File: config.mk
export PLATFORM = sky130hd
export DESIGN_NAME = rmsp_ctrl
export DESIGN_NICKNAME = d
export VERILOG_FILES = /design/src/rtl/core/rmsprop_param_update_macros.svh /design/src/rtl/core/rmsp_pkg.sv /design/src/rtl/core/rmsp_ctrl.sv
export SDC_FILE = /design/constraint.sdc
export NUM_CORES = 1
export LEC_CHECK = 0
export ABC_AREA = 0
export BUFFER_PORTS_ARGS = -buffer_cell sky130_fd_sc_hd__buf_2
export CAP_MARGIN = 20
export CORE_UTILIZATION = 25
export CTS_BUF_LIST = sky130_fd_sc_hd__clkbuf_4 sky130_fd_sc_hd__clkbuf_8
export DETAILED_ROUTE_END_ITERATION = 12
export PLACE_DENSITY = 0.42
export SLEW_MARGIN = 10
export SYNTH_ARGS = -nofsm -noshare
export SYNTH_HDL_FRONTEND = slang
export SYNTH_SLANG_ARGS = --single-unit
File: constraint.sdc
create_clock -name i_clk -period 4.64 [get_ports i_clk]
set_clock_uncertainty 0.05 [all_clocks]
set_input_delay 0 -clock i_clk [delete_from_list [all_inputs] [get_ports i_clk]]
set_output_delay 0 -clock i_clk [all_outputs]
set_load 0.02 [all_outputs]
File: src/rtl/core/rmsprop_param_update_macros.svh
// assertion macros shared by the rmsprop update block
`ifndef RMSPROP_PARAM_UPDATE_MACROS_SVH
`define RMSPROP_PARAM_UPDATE_MACROS_SVH

// same-cycle implication, checked outside reset
`define RMSP_ASSERT_NOW(label, clk, rst_n, ante, cons, msg) \
    label: assert property (@(posedge clk) disable iff (!rst_n) (ante) |-> (cons)) \
        else $error(msg);

// next-cycle implication, checked outside reset
`define RMSP_ASSERT_NEXT(label, clk, rst_n, ante, cons, msg) \
    label: assert property (@(posedge clk) disable iff (!rst_n) (ante) |=> (cons)) \
        else $error(msg);

`endif

File: src/rtl/core/rmsp_pkg.sv
// shared types and constants of the rmsprop update block
package rmsp_pkg;

    localparam int ELEMENT_COUNT = 4096;
    localparam int ADDR_W        = (ELEMENT_COUNT > 1) ? $clog2(ELEMENT_COUNT) : 1;
    localparam int SQRT_STEPS    = 16;
    localparam int DIV_STEPS     = 27;
    localparam int CNT_W         = 5;

    localparam logic [15:0] LR_RESET    = 16'd66;
    localparam logic [15:0] DECAY_RESET = 16'd58982;

    typedef enum logic {
        REG_LEARNING_RATE = 1'b0,
        REG_DECAY_RATE    = 1'b1
    } t_reg_idx;

    typedef enum logic [3:0] {
        S_CLEAR,
        S_IDLE,
        S_LOAD,
        S_MUL,
        S_SUM,
        S_WRITE,
        S_SQRT,
        S_DINIT,
        S_DIV,
        S_FIN
    } t_state;

    typedef struct packed {
        logic              load_in;
        logic              load_v;
        logic              mul;
        logic              sum;
        logic              wr_ms;
        logic              sqrt_step;
        logic              div_init;
        logic              div_step;
        logic              out_load;
        logic              clr_we;
        logic [ADDR_W-1:0] clr_addr;
    } t_cmd;

    typedef struct packed {
        logic clearing;
        logic busy;
    } t_stat;

endpackage

File: src/rtl/core/rmsp_ctrl.sv
// sequencer of the rmsprop update: clearing pass, item steps, output handshake
module rmsp_ctrl import rmsp_pkg::*; (
    input  logic  i_clk,
    input  logic  i_rst_n,
    input  logic  i_in_valid,
    output logic  o_in_ready,
    output logic  o_out_valid,
    input  logic  i_out_ready,
    output t_cmd  o_cmd,
    output t_stat o_stat
);

    t_state            r_state, n_state;
    logic [CNT_W-1:0]  r_cnt, n_cnt;
    logic [ADDR_W-1:0] r_clr, n_clr;
    logic              r_out_valid, n_out_valid;
    logic              out_free;

    assign out_free = !r_out_valid || i_out_ready;

    // next state
    always_comb begin
        n_state = r_state;
        unique case (r_state)
            S_CLEAR: if (r_clr == ADDR_W'(ELEMENT_COUNT - 1)) n_state = S_IDLE;
            S_IDLE:  if (i_in_valid) n_state = S_LOAD;
            S_LOAD:  n_state = S_MUL;
            S_MUL:   n_state = S_SUM;
            S_SUM:   n_state = S_WRITE;
            S_WRITE: n_state = S_SQRT;
            S_SQRT:  if (r_cnt == CNT_W'(SQRT_STEPS - 1)) n_state = S_DINIT;
            S_DINIT: n_state = S_DIV;
            S_DIV:   if (r_cnt == CNT_W'(DIV_STEPS - 1)) n_state = S_FIN;
            S_FIN:   if (out_free) n_state = S_IDLE;
            default: n_state = S_CLEAR;
        endcase
    end

    // outputs and counters
    always_comb begin
        o_cmd          = '0;
        o_cmd.clr_addr = r_clr;
        n_cnt          = '0;
        n_clr          = r_clr;
        unique case (r_state)
            S_CLEAR: begin
                o_cmd.clr_we = 1'b1;
                n_clr        = r_clr + 1'b1;
            end
            S_IDLE:  o_cmd.load_in = i_in_valid;
            S_LOAD:  o_cmd.load_v = 1'b1;
            S_MUL:   o_cmd.mul = 1'b1;
            S_SUM:   o_cmd.sum = 1'b1;
            S_WRITE: o_cmd.wr_ms = 1'b1;
            S_SQRT: begin
                o_cmd.sqrt_step = 1'b1;
                n_cnt           = r_cnt + 1'b1;
            end
            S_DINIT: o_cmd.div_init = 1'b1;
            S_DIV: begin
                o_cmd.div_step = 1'b1;
                n_cnt          = r_cnt + 1'b1;
            end
            S_FIN:   o_cmd.out_load = out_free;
            default: o_cmd = '0;
        endcase
        n_out_valid = o_cmd.out_load ? 1'b1 : (i_out_ready ? 1'b0 : r_out_valid);
    end

    always_ff @(posedge i_clk) begin
        if (!i_rst_n) begin
            r_state     <= S_CLEAR;
            r_cnt       <= '0;
            r_clr       <= '0;
            r_out_valid <= 1'b0;
        end else begin
            r_state     <= n_state;
            r_cnt       <= n_cnt;
            r_clr       <= n_clr;
            r_out_valid <= n_out_valid;
        end
    end

    assign o_in_ready      = (r_state == S_IDLE);
    assign o_out_valid     = r_out_valid;
    assign o_stat.clearing = (r_state == S_CLEAR);
    assign o_stat.busy     = (r_state != S_IDLE) && (r_state != S_CLEAR);

endmodule

==> Word level (Yosys, flattened, before mapping) <==
Cells that the tools add are included.
{ "op_classes": {"n_addsub": 2, "reduce_logical": 10, "eq_ne": 18, "mux": 19} }
{ "ops": {"columns": ["cell", "n"], "rows": [
  ["$pmux W4 S10", 1],
  ["$mux W4", 5],
  ["$eq A4 B3 Y1 const B", 4],
  ["$add A12 B1 Y12 const B", 1],
  ["$eq A12 B12 Y1 const B", 1],
  ["$mux W1", 12],
  ["$mux W12", 1],
  ["$reduce_or A10 Y1", 1],
  ["$eq A4 B2 Y1 const B", 2],
  ["$eq A4 B4 Y1 const B", 2],
  ["$ne A2 B2 Y1 const B", 4],
  ["$add A5 B1 Y5 const B", 1],
  ["$eq A5 B4 Y1 const B", 1],
  ["$eq A5 B5 Y1 const B", 1],
  ["$reduce_and A5 Y1", 1],
  ["$eq A4 B1 Y1 const B", 1],
  ["$logic_not A4 Y1", 1],
  ["$ne A4 B1 Y1 const B", 1],
  ["$reduce_bool A4 Y1", 1],
  ["$ne A2 B1 Y1 const B", 1],
  ["$reduce_and A2 Y1", 1],
  ["$reduce_bool A2 Y1", 1],
  ["$reduce_or A2 Y1", 1],
  ["$logic_and A1 B1 Y1", 1],
  ["other kinds (2)", 2]
]} }
{ "word_totals": {"out_inout_bits": 26, "regBits": 22, "in_bits": 4} }

==> Longest topological paths before layout <==
Gate-level depths: netlist of run 1.
{ "logic_depth": {"depth_word": 4, "mapped_depth": 7, "depth_no_buf": 7} }

==> Least setup slack after synthesis of run 1 <==
OpenSTA, ideal clock, no wires.
{ "synth_timing": {"path_type": "register to register", "startpoint": "register r_state[0]", "endpoint": "register r_clr[11]", "t_arrival_ps": 1820, "path_slack_ps": 2700, "required_time_ps": 4520, "n_path_buf": 1, "stages_incl_launch_ff": 6, "setup_time_ps": 70, "synth_period_minus_slack_ps": 1940, "cell_sequence": "dfxtp_1 -> or4_1 -> buf_2 -> or3_4 -> or3_1 -> a21oi_1"} }
{ "synth_between": {"elab_chain_len": 1} }
{ "synth_rtl": {"columns": ["item", "line_no", "source"], "rows": [
  ["start, declared", "rmsp_ctrl.sv:13", "t_state r_state, n_state;"],
  ["start signal, assigned", "rmsp_ctrl.sv:77", "r_state <= n_state;"],
  ["$logic_not A4 Y1", "rmsp_ctrl.sv:45", "unique case (r_state)"],
  ["end signal, assigned", "rmsp_ctrl.sv:79", "r_clr <= n_clr;"],
  ["end, declared", "rmsp_ctrl.sv:15", "logic [ADDR_W-1:0] r_clr, n_clr;"]
]} }
No other way between the ends.
A chain may end at the register's enable or synchronous reset.

==> Worst setup path after layout of run 1 <==
Ends and elaborated chain as after synthesis.

==> results of run 1 <==
-- power by group through the flow --
stage | sequential [W] | clock (W) | combinational [W]
final | 0.000210 | 0.000136 | 0.0000656
after global routing | 0.000213 | 0.000151 | 0.0000717
after CTS | 0.000210 | 0.000143 | 0.0000665
after detailed placement | 0.000214 | 0 | 0.0000654
after global placement | 0.000214 | 0 | 0.0000639
after floorplan | 0.000209 | 0 | 0.0000512
-- per-stage QoR --
stage,power [W],hold WS [ps],instances
after floorplan,0.0002601,100.5,155
after global routing,0.0004357,54.13,235
final,0.0004111,11.49,235
after CTS,0.0004193,15.82,235
after detailed placement,0.0002796,274.5,230
after global placement,0.0002776,259.5,230
-- worst register-to-register path, stage by stage, from the launching register on --
cell and delay, ps:
dfxtp_1 470, or4_1 670, or3_4 440, or3_1 360, a21oi_1 150
-- worst min-delay path by stage --
stage                start                  endpoint  slack (ps)  cells after the start
2_1_floorplan      i_rst_n   r_state[0]$_SDFFE_PN0P_         100                      2
3_3_place_gp       i_rst_n   r_state[0]$_SDFFE_PN0P_         260                      3
3_5_place_dp       i_rst_n   r_state[0]$_SDFFE_PN0P_         270                      3
4_1_cts        i_out_ready  o_out_valid$_SDFFE_PN0P_          20                      3
5_1_grt        i_out_ready  o_out_valid$_SDFFE_PN0P_          50                      3
6_report       i_out_ready  o_out_valid$_SDFFE_PN0P_          10                      3
-- flip-flops by register name, summed over array words and instances, names as in the netlist --
signal       cells
r_clr           12
r_cnt            5
o_out_valid      1
r_state          4
-- cells in the final DEF, fill, tap and decap left out, drive strengths merged --
master       netlist  layout
a211oi             1       1
a21oi              6       6
a221o              1       1
and2              13      13
and3               4       4
and4               1       1
buf                3      30
clkbuf             6       4
dfxtp             22      22
dlygate4sd3        0       1
ha                 4       4
inv                6       6
mux2i              1       1
nand2             16      16
nand2b             4       4
nand3              5       5
nand3b             1       1
nand4              5       5
nor2              21      21
nor3               6       6
nor4               2       2
nor4bb             1       1
o21ai              4       4
o32ai              1       1
or3                4       4
or3b               1       1
or4                2       2
or4b               1       1
or4bb              1       1
xnor2              5       5
xor2               7       7
-- per-layer routing --
metal | up-vias | part of all wire (%)
li1 | 572 | -
met1 | 512 | 50
met2 | 28 | 45
met3 | 2 | 4.3
met4 | 0 | 0.88
met5 | - | 0
-- synth_stat cells, types with 3 or more instances --
cell	number	share of area, %
a21oi_1	6	2.5
and2_1	13	6.7
and3_1	4	2.1
clkbuf_1	6	1.8
dfxtp_1	22	36
ha_1	4	4.1
inv_1	5	1.5
nand2_1	16	4.9
nand2b_1	4	2.1
nand3_1	5	2.1
nand4_1	5	2.6
nor2_1	21	6.5
nor3_1	6	2.5
o21ai_0	4	1.6
or3_1	3	1.5
xnor2_1	5	3.6
xor2_1	7	5.0
-- repair_timing --
item                                    CTS  global route
endpoints found under the hold margin     2             0
hold buffers                              1             0
endpoints found under the setup margin    0             0
resized for setup                         0             0
-- area by class of cell --
| type | instances | area share (%) |
|---|---|---|
| Multi-Input combinational cell | 118 | 48.76 |
| Sequential cell | 22 | 30.16 |
| Timing Repair Buffer | 31 | 11.14 |
| Tap cell | 54 | 4.627 |
| Clock buffer | 4 | 3.770 |
| Inverter | 6 | 1.542 |
-- cells by family after synthesis --
logic type | Yosys count
flip-flops | 22
AND/OR/NAND/NOR | 88
adder cells (fa/ha/maj) | 4
AO/OA/AOI/OAI | 13
XOR/XNOR | 12
multiplexers | 1
buffers and inverters | 15
==> results.txt, run 1 <==
Compound-gate portion of the synthesized area: 6.269%
Reg area: 440.4 sq um
CTS tree: built
Finished Cell Area: 1460 sq um
Gr busiest metal: met2
Syn_nets: 163
Area of the multi-input gates: 711.9 sq um
Initial core utilization: 25.95%
Detailed-route wire length per cell: 12.16 um
Min Tclk post-route: 2198 ps
Setup TNS: 0 ps
Synth Cell Area: 1217 sq um
FF-to-FF setup slack: 2440 ps
Sequential share of power: 51.0%
Critical path endpoint: r_clr[11]$_SDFFE_PN0P_
Sequential share of the synthesized area: 36.18%
Initial antenna violation count: 0
Critical setup path kind: flop to flop
Final period util: 47.38%
CP Buf/Inv Count: 0
Routing usage on met1: 14.88%
Clock latency on the worst-skew pair: 260 ps
Met2 GRT Util: 19.08%
Post-synth EDFFs: 0
First-pass GRT wire length: 4.816 mm
# IOs: 30
Post-synthesis average cell area: 7.854 sq um
HP Class: primary input to flop
Share of layout cells above drive strength 1: 20.99%
H-tree depth: 1
Worst Tran Pin Value: 494.6 ps
Post-CTS setup buffers: 0
Drt drc: 0
Combinational power share: 16.0%
Final Net Count: 190
Slew headroom: 66.98%
Largest family of logic cells by synthesized area: simple AND/OR/NAND/NOR gates
Num rows: 25
Warning count from the yosys run: 0
Vias in the first global route: 1048
Width of the die: 71.79 um
Post-DP Area: 1395 sq um
Asr flop ratio synth: 0%
Total Die Area: 5153 sq um
Max-Cap Viols: 0
Fmax: 454.9 MHz
Slowest stage cell, crit path: or4_1
Clk network pwr share: 33.1%
RSZ-0062 raised after global routing: false
Filler Cells Inserted: 505
Status: completed
Largest delay share family, worst path: simple AND/OR/NAND/NOR gates
Mux share of post-synthesis cell area: 0.8222%
Post-Synth Simple-Gate Area: 38.64%
Cells after Synth: 155
DR pass1 iterations: 4
Crit path depth: 4
Fin. Hold Viols: 0
Post-route setup slack: 2442 ps
Drt total wl: 2.857 mm
Crit. End Element: flop
GRT Residual Overflow: 0
Crit path DAT: 2340 ps
TritonCTS Sinks: 22
Reg2Reg Launch Point: r_state[0]$_SDFFE_PN0P_
Sequence of cells on the critical path: or4_1, or3_4, or3_1, a21oi_1
Via/cell ratio: 4.740
Die Ht: 71.79 um
GRT Util Overall: 11.67%
Slowest stage delay, CP: 660 ps
Cells on worst reg2reg path: 4
Max-slew violation count: 0
Initial drt markers: 74
Final GP Congestion: 0.7013
Internal power: 0.0002975 W
Worst Setup SP: r_state[0]$_SDFFE_PN0P_
Reg2reg end: r_clr[11]$_SDFFE_PN0P_
Switching Share: 27.64%
Critical Path RT: 4780 ps
Peak supply drop: 0.1411 mV
Largest net degree at the start of global routing: 18
CTS Root Buffer Type: clkbuf_8
ANT nets after route: 0
Cell variety after synth: 33
P&R area growth vs syn: 19.94%
Critical Path Fanout Max: 17
NetSw: 0.0001136 W
Final core occ: 31.12%
Synth Area in Adders: 4.111%
Worst slack, placed: 2453 ps
Cell Pwr Density: 281.6 nW/um^2
Synth Flop Type: dfxtp_1
Ant diodes: 0
Vias: 1114
P_leak: 0.6237 nW
Total CTS buffers: 3
CTS clk-pin slew, worst paths: 80 ps
XOR/XNOR Fraction of Synth Area: 8.633%
Startpoint Class: flop
Post-DP HPWL: 2.088 mm
GR Util met3: 2.391%
Clock tree buffer depth: 2
Final setup vio count: 0
Post-synthesis register bit count: 22
Port bufs: 29
Core area: 4692 sq um
No activity file was read; power rests on OpenSTA's default activity.
==> run 2: changes to the inputs <==
- clock period: 4.64 -> 2.2 ns (I/O delays scaled with it)
==> run 2 against run 1 <==
Compared with the run above:
- critical path depth up 3
- final cell count up 3.8%
- highest routed layer unchanged
- total power up 110%
- sequential power up 110%
- clock power up 110%
- combinational power up 140%
==> results.txt, run 2 (synthesized netlist as in run 1, its figures left out) <==
Core area: 4692 sq um (unchanged)
Min Tclk post-route: 2034 ps (was 2198 ps)
Most common cell after layout, fill and taps aside: buf_2 (unchanged)
CTS clk-pin slew, worst paths: 80 ps (about the same)
Fin. Hold Viols: 0 (unchanged)
Initial antenna violation count: 0 (unchanged)
Num rows: 25 (unchanged)
P&R area growth vs syn: 26.00% (was 19.94%)
Max-Cap Viols: 0 (unchanged)
Final core occ: 32.69% (was 31.12%)
TritonCTS Sinks: 22 (unchanged)
Via/cell ratio: 4.615 (was 4.740)
GRT Util Overall: 12.11% (was 11.67%)
Initial drt markers: 62 (was 74)
Cell Pwr Density: 575.4 nW/um^2 (was 281.6 nW/um^2)
P_leak: 0.6700 nW (was 0.6237 nW)
RSZ-0062 raised after global routing: false (unchanged)
Startpoint Class: flop (unchanged)
Critical Path RT: 2350 ps (was 4780 ps)
Final Net Count: 199 (was 190)
Fmax: 491.7 MHz (was 454.9 MHz)
Total power: 0.0008826 W (was 0.0004111 W)
Cells on worst reg2reg path: 7 (was 4)
Clock tree buffer depth: 2 (unchanged)
Largest net degree at the start of global routing: 16 (was 18)
Drt drc: 0 (unchanged)
DR pass1 iterations: 4 (unchanged)
HP Class: primary input to output pin (was primary input to flop)
Worst hold stages: 3 (unchanged)
Peak supply drop: 0.2782 mV (was 0.1411 mV)
Post-DP HPWL: 2.210 mm (was 2.088 mm)
Crit. End Element: flop (unchanged)
Setup TNS: 0 ps (unchanged)
Reg area: 440.4 sq um (unchanged)
Die Ht: 71.79 um (unchanged)
CTS tree: built (unchanged)
CTS Root Buffer Type: clkbuf_8 (unchanged)
Port bufs: 29 (unchanged)
Slew headroom: 65.37% (was 66.98%)
Detailed-route wire length per cell: 11.97 um (was 12.16 um)
Critical Path Fanout Max: 4 (was 17)
Ant diodes: 0 (unchanged)
Share of layout cells above drive strength 1: 24.74% (was 20.99%)
Max-slew violation count: 0 (unchanged)
Largest regs: r_clr: 12 flops, r_cnt: 5 flops, r_state: 4 flops (unchanged)
ANT nets after route: 0 (unchanged)
Crit path DAT: 2180 ps (was 2340 ps)
Most frequent cells in the layout: buf_2, dfxtp_1, nor2_1 (unchanged)
Width of the die: 71.79 um (unchanged)
Filler Cells Inserted: 517 (was 505)
Vias in the first global route: 1093 (was 1048)
Number of flip-flops in the largest register: 12 (unchanged)
Initial core utilization: 25.95% (unchanged)
Clock latency on the worst-skew pair: 260 ps (about the same)
Critical setup path kind: flop to flop (unchanged)
Post-CTS setup buffers: 0 (unchanged)
GRT Residual Overflow: 0 (unchanged)
Total CTS buffers: 3 (unchanged)
Worst Tran Pin Value: 518.8 ps (was 494.6 ps)
Total Die Area: 5153 sq um (unchanged)
Status: completed (unchanged)
H-tree depth: 1 (unchanged)
Most flops, register: r_clr (unchanged)
Final setup vio count: 0 (unchanged)
Final period util: 92.44% (was 47.38%)
Hold WS: 289.6 ps (was 11.49 ps)
Area of the multi-input gates: 715.7 sq um (was 711.9 sq um)
Final GP Congestion: 0.7545 (was 0.7013)
Vias: 1126 (was 1114)
Drt total wl: 2.920 mm (was 2.857 mm)
# IOs: 30 (unchanged)
First-pass GRT wire length: 4.981 mm (was 4.816 mm)
==> run 2: final cells by class <==
class	count	area share [%]
multi-input cells	118	46.66
clock buffers	4	3.589
well taps	54	4.405
inverters	6	1.468
flip-flops and latches	22	28.71
repair buffers	40	15.17
==> run 2: power by group <==
part           switching, W  internal (W)
Combinational     0.0000923     0.0000653
Clock              0.000130      0.000159
Sequential        0.0000215      0.000414
Total              0.000244      0.000639
==> run 2: metal layers <==
metal,GRT usage [%],part of all wire [%],vias up
met5,0,0,-
met4,3.704,1.1,0
met3,1.688,3.3,6
met2,20.96,47,25
met1,15.55,49,503
li1,-,-,592
==> run 2: worst paths after layout <==
| check | start | end | slack, ps |
|---|---|---|---|
| max | r_cnt[0]$_SDFF_PN0_ | r_state[0]$_SDFFE_PN0P_ | 170 |
| min | i_in_valid | o_cmd[21] | 290 |
| max reg2reg | r_cnt[0]$_SDFF_PN0_ | r_state[0]$_SDFFE_PN0P_ | 170 |
| min reg2reg | r_cnt[0]$_SDFF_PN0_ | r_cnt[0]$_SDFF_PN0_ | 420 |
==> run 2: what timing repair did <==
action / 4_1_cts / 5_1_grt
setup endpoints to repair: 0 / 1
endpoints found under the hold margin: 2 / 0
hold buffers: 2 / 0
resized for setup: 0 / 1
==> run 2: critical path, cell delays in order, from the launching register on <==
cell     delay (ps)
dfxtp_1         340
ha_1            220
and3_1          170
ha_1            180
or4bb_1         490
a21oi_2         180
a221o_1         170
mux2i_1         170
==> run 2: per-stage QoR <==
stage                     cells  worst slack, ps  area, sq um
after detailed placement    238            143.4         1455
after CTS                   244            127.1         1530
after global routing        244            38.69         1534
after global placement      238            212.4         1455
after floorplan             155            260.5         1217
final                       244            166.3         1534
==> run 3: changes to the inputs <==
- CORE_ASPECT_RATIO: unset -> 1.4
- REMOVE_ABC_BUFFERS: unset -> 1
==> run 3 against run 2 <==
Compared with the run above:
- die area about the same
- hold slack got worse by 280 ps
- critical path depth unchanged
- setup slack got worse by 74 ps
- total power decreased by 5.4%
- count of clock-buffer cells in the layout decreased by 1
- critical endpoint unchanged
==> results.txt, run 3 (synthesized netlist as in run 1, its figures left out) <==
Status: completed (unchanged)
Drt drc: 0 (unchanged)
Initial antenna violation count: 0 (unchanged)
Worst hold stages: 3 (unchanged)
Area of the multi-input gates: 711.9 sq um (was 715.7 sq um)
Quantity of gates resized following cts: 0 (unchanged)
Startpoint Class: flop (unchanged)
Number of flip-flops in the largest register: 12 (unchanged)
Core area: 4608 sq um (was 4692 sq um)
Min Tclk post-route: 2108 ps (was 2034 ps)
Final GP Congestion: 0.7347 (was 0.7545)
Crit path DAT: 2250 ps (was 2180 ps)
Cell Pwr Density: 550.4 nW/um^2 (was 575.4 nW/um^2)
Peak supply drop: 0.2853 mV (was 0.2782 mV)
GRT Residual Overflow: 0 (unchanged)
Max-Cap Viols: 0 (unchanged)
Final period util: 95.81% (was 92.44%)
Num rows: 29 (was 25)
GRT Util Overall: 12.77% (was 12.11%)
Cells on worst reg2reg path: 7 (unchanged)
Critical Path RT: 2340 ps (was 2350 ps)
Port bufs: 29 (unchanged)
Final Net Count: 198 (was 199)
Critical Path Fanout Max: 4 (unchanged)
P&R area growth vs syn: 24.56% (was 26.00%)
Fmax: 474.4 MHz (was 491.7 MHz)
CTS tree: built (unchanged)
P_leak: 0.6587 nW (was 0.6700 nW)
Filler Cells Inserted: 521 (was 517)
Clock latency on the worst-skew pair: 260 ps (about the same)
Post-DP HPWL: 2.292 mm (was 2.210 mm)
Slew headroom: 65.11% (was 65.37%)
Width of the die: 60.98 um (was 71.79 um)
HP Class: primary input to flop (was primary input to output pin)
Clock tree buffer depth: 2 (unchanged)
Vias: 1176 (was 1126)
Most common cell after layout, fill and taps aside: buf_2 (unchanged)
Largest net degree at the start of global routing: 17 (was 16)
Total power: 0.0008346 W (was 0.0008826 W)
CTS clk-pin slew, worst paths: 80 ps (about the same)
Crit. End Element: flop (unchanged)
Ant diodes: 0 (unchanged)
H-tree depth: 1 (unchanged)
Post-CTS setup buffers: 0 (unchanged)
DR pass1 iterations: 4 (unchanged)
Initial core utilization: 26.42% (was 25.95%)
Most flops, register: r_clr (unchanged)
Worst Setup SP: r_cnt[0]$_SDFF_PN0_ (unchanged)
WHS Endpoint: o_out_valid$_SDFFE_PN0P_ (was o_cmd[21])
Hold wc startpoint: i_out_ready (was i_in_valid)
Final setup vio count: 0 (unchanged)
Total Die Area: 5157 sq um (was 5153 sq um)
Reg area: 440.4 sq um (unchanged)
Worst Tran Pin Value: 522.7 ps (was 518.8 ps)
FF-to-FF setup slack: 90 ps (was 170 ps)
Fin. Hold Viols: 0 (unchanged)
Initial drt markers: 68 (was 62)
Via/cell ratio: 4.704 (was 4.615)
Cts hold-fix bufs: 1 (was 2)
Share of layout cells above drive strength 1: 23.94% (was 24.74%)
Total CTS buffers: 3 (unchanged)
First-pass GRT wire length: 5.002 mm (was 4.981 mm)
Most frequent cells in the layout: buf_2, dfxtp_1, nor2_1 (unchanged)
Detailed-route wire length per cell: 12.14 um (was 11.97 um)
Critical setup path kind: flop to flop (unchanged)
Reg2Reg Launch Point: r_cnt[0]$_SDFF_PN0_ (unchanged)
ANT nets after route: 0 (unchanged)
Largest regs: r_clr: 12 flops, r_cnt: 5 flops, r_state: 4 flops (unchanged)
# IOs: 30 (unchanged)
Max-slew violation count: 0 (unchanged)
CTS Root Buffer Type: clkbuf_8 (unchanged)
RSZ-0062 raised after global routing: false (unchanged)
TritonCTS Sinks: 22 (unchanged)
Die Ht: 84.57 um (was 71.79 um)
Setup TNS: 0 ps (unchanged)
Vias in the first global route: 1104 (was 1093)
Reg2reg end: r_state[0]$_SDFFE_PN0P_ (unchanged)
Drt total wl: 3.036 mm (was 2.920 mm)
==> run 3: critical path, cell delays in order, from the launching register on <==
cell	delay (ps)
dfxtp_1	340
ha_1	230
and3_1	180
ha_1	160
or4bb_1	460
a21oi_1	230
a221o_1	200
mux2i_1	190
==> run 3: report_power, final <==
group / internal, W / total [W] / switching (W) / leakage (nW)
logic: 0.0000617 / 0.000155 / 0.0000937 / 0.459
registers: 0.000414 / 0.000435 / 0.0000206 / 0.178
clock network: 0.000122 / 0.000244 / 0.000122 / 0.0216
==> run 3: metrics by stage <==
step / worst slack, ps / util (%) / std cells / area (sq um) / hold WS, ps
after global placement: 198.5 / 31.79 / 246 / 1465 / 264.4
after global routing: 5.319 / 32.91 / 250 / 1516 / 14.40
after floorplan: 188.2 / - / 146 / 1175 / 100.5
final: 92.17 / 32.91 / 250 / 1516 / 5.912
after detailed placement: 113.9 / 31.79 / 246 / 1465 / 275.7
after CTS: 94.46 / 32.91 / 250 / 1516 / 8.247
==> run 3: cell type report <==
type                    count  share of cell area [%]
clock buffers               3                   2.723
well taps                  62                   5.116
inverters                   6                   1.485
multi-input cells         118                   46.95
flip-flops and latches     22                   29.04
repair buffers             39                   14.69
==> run 3: how the worst max path moves through the flow <==
stage	to	slack [ps]	cells past startpoint
final	r_state[0]$_SDFFE_PN0P_	90	7
after CTS	r_state[0]$_SDFFE_PN0P_	90	7
after global routing	r_state[0]$_SDFFE_PN0P_	5	7
after detailed placement	r_state[0]$_SDFFE_PN0P_	110	7
after floorplan	r_clr[11]$_SDFFE_PN0P_	190	4
after global placement	r_state[0]$_SDFFE_PN0P_	200	7
==> run 3: layer usage <==
layer	up-vias	part of all wire, %	GRT usage [%]
met1	543	42	14.85
li1	591	-	-
met5	-	0	0
met4	0	1.2	4.959
met3	4	4.3	1.387
met2	38	52	22.88
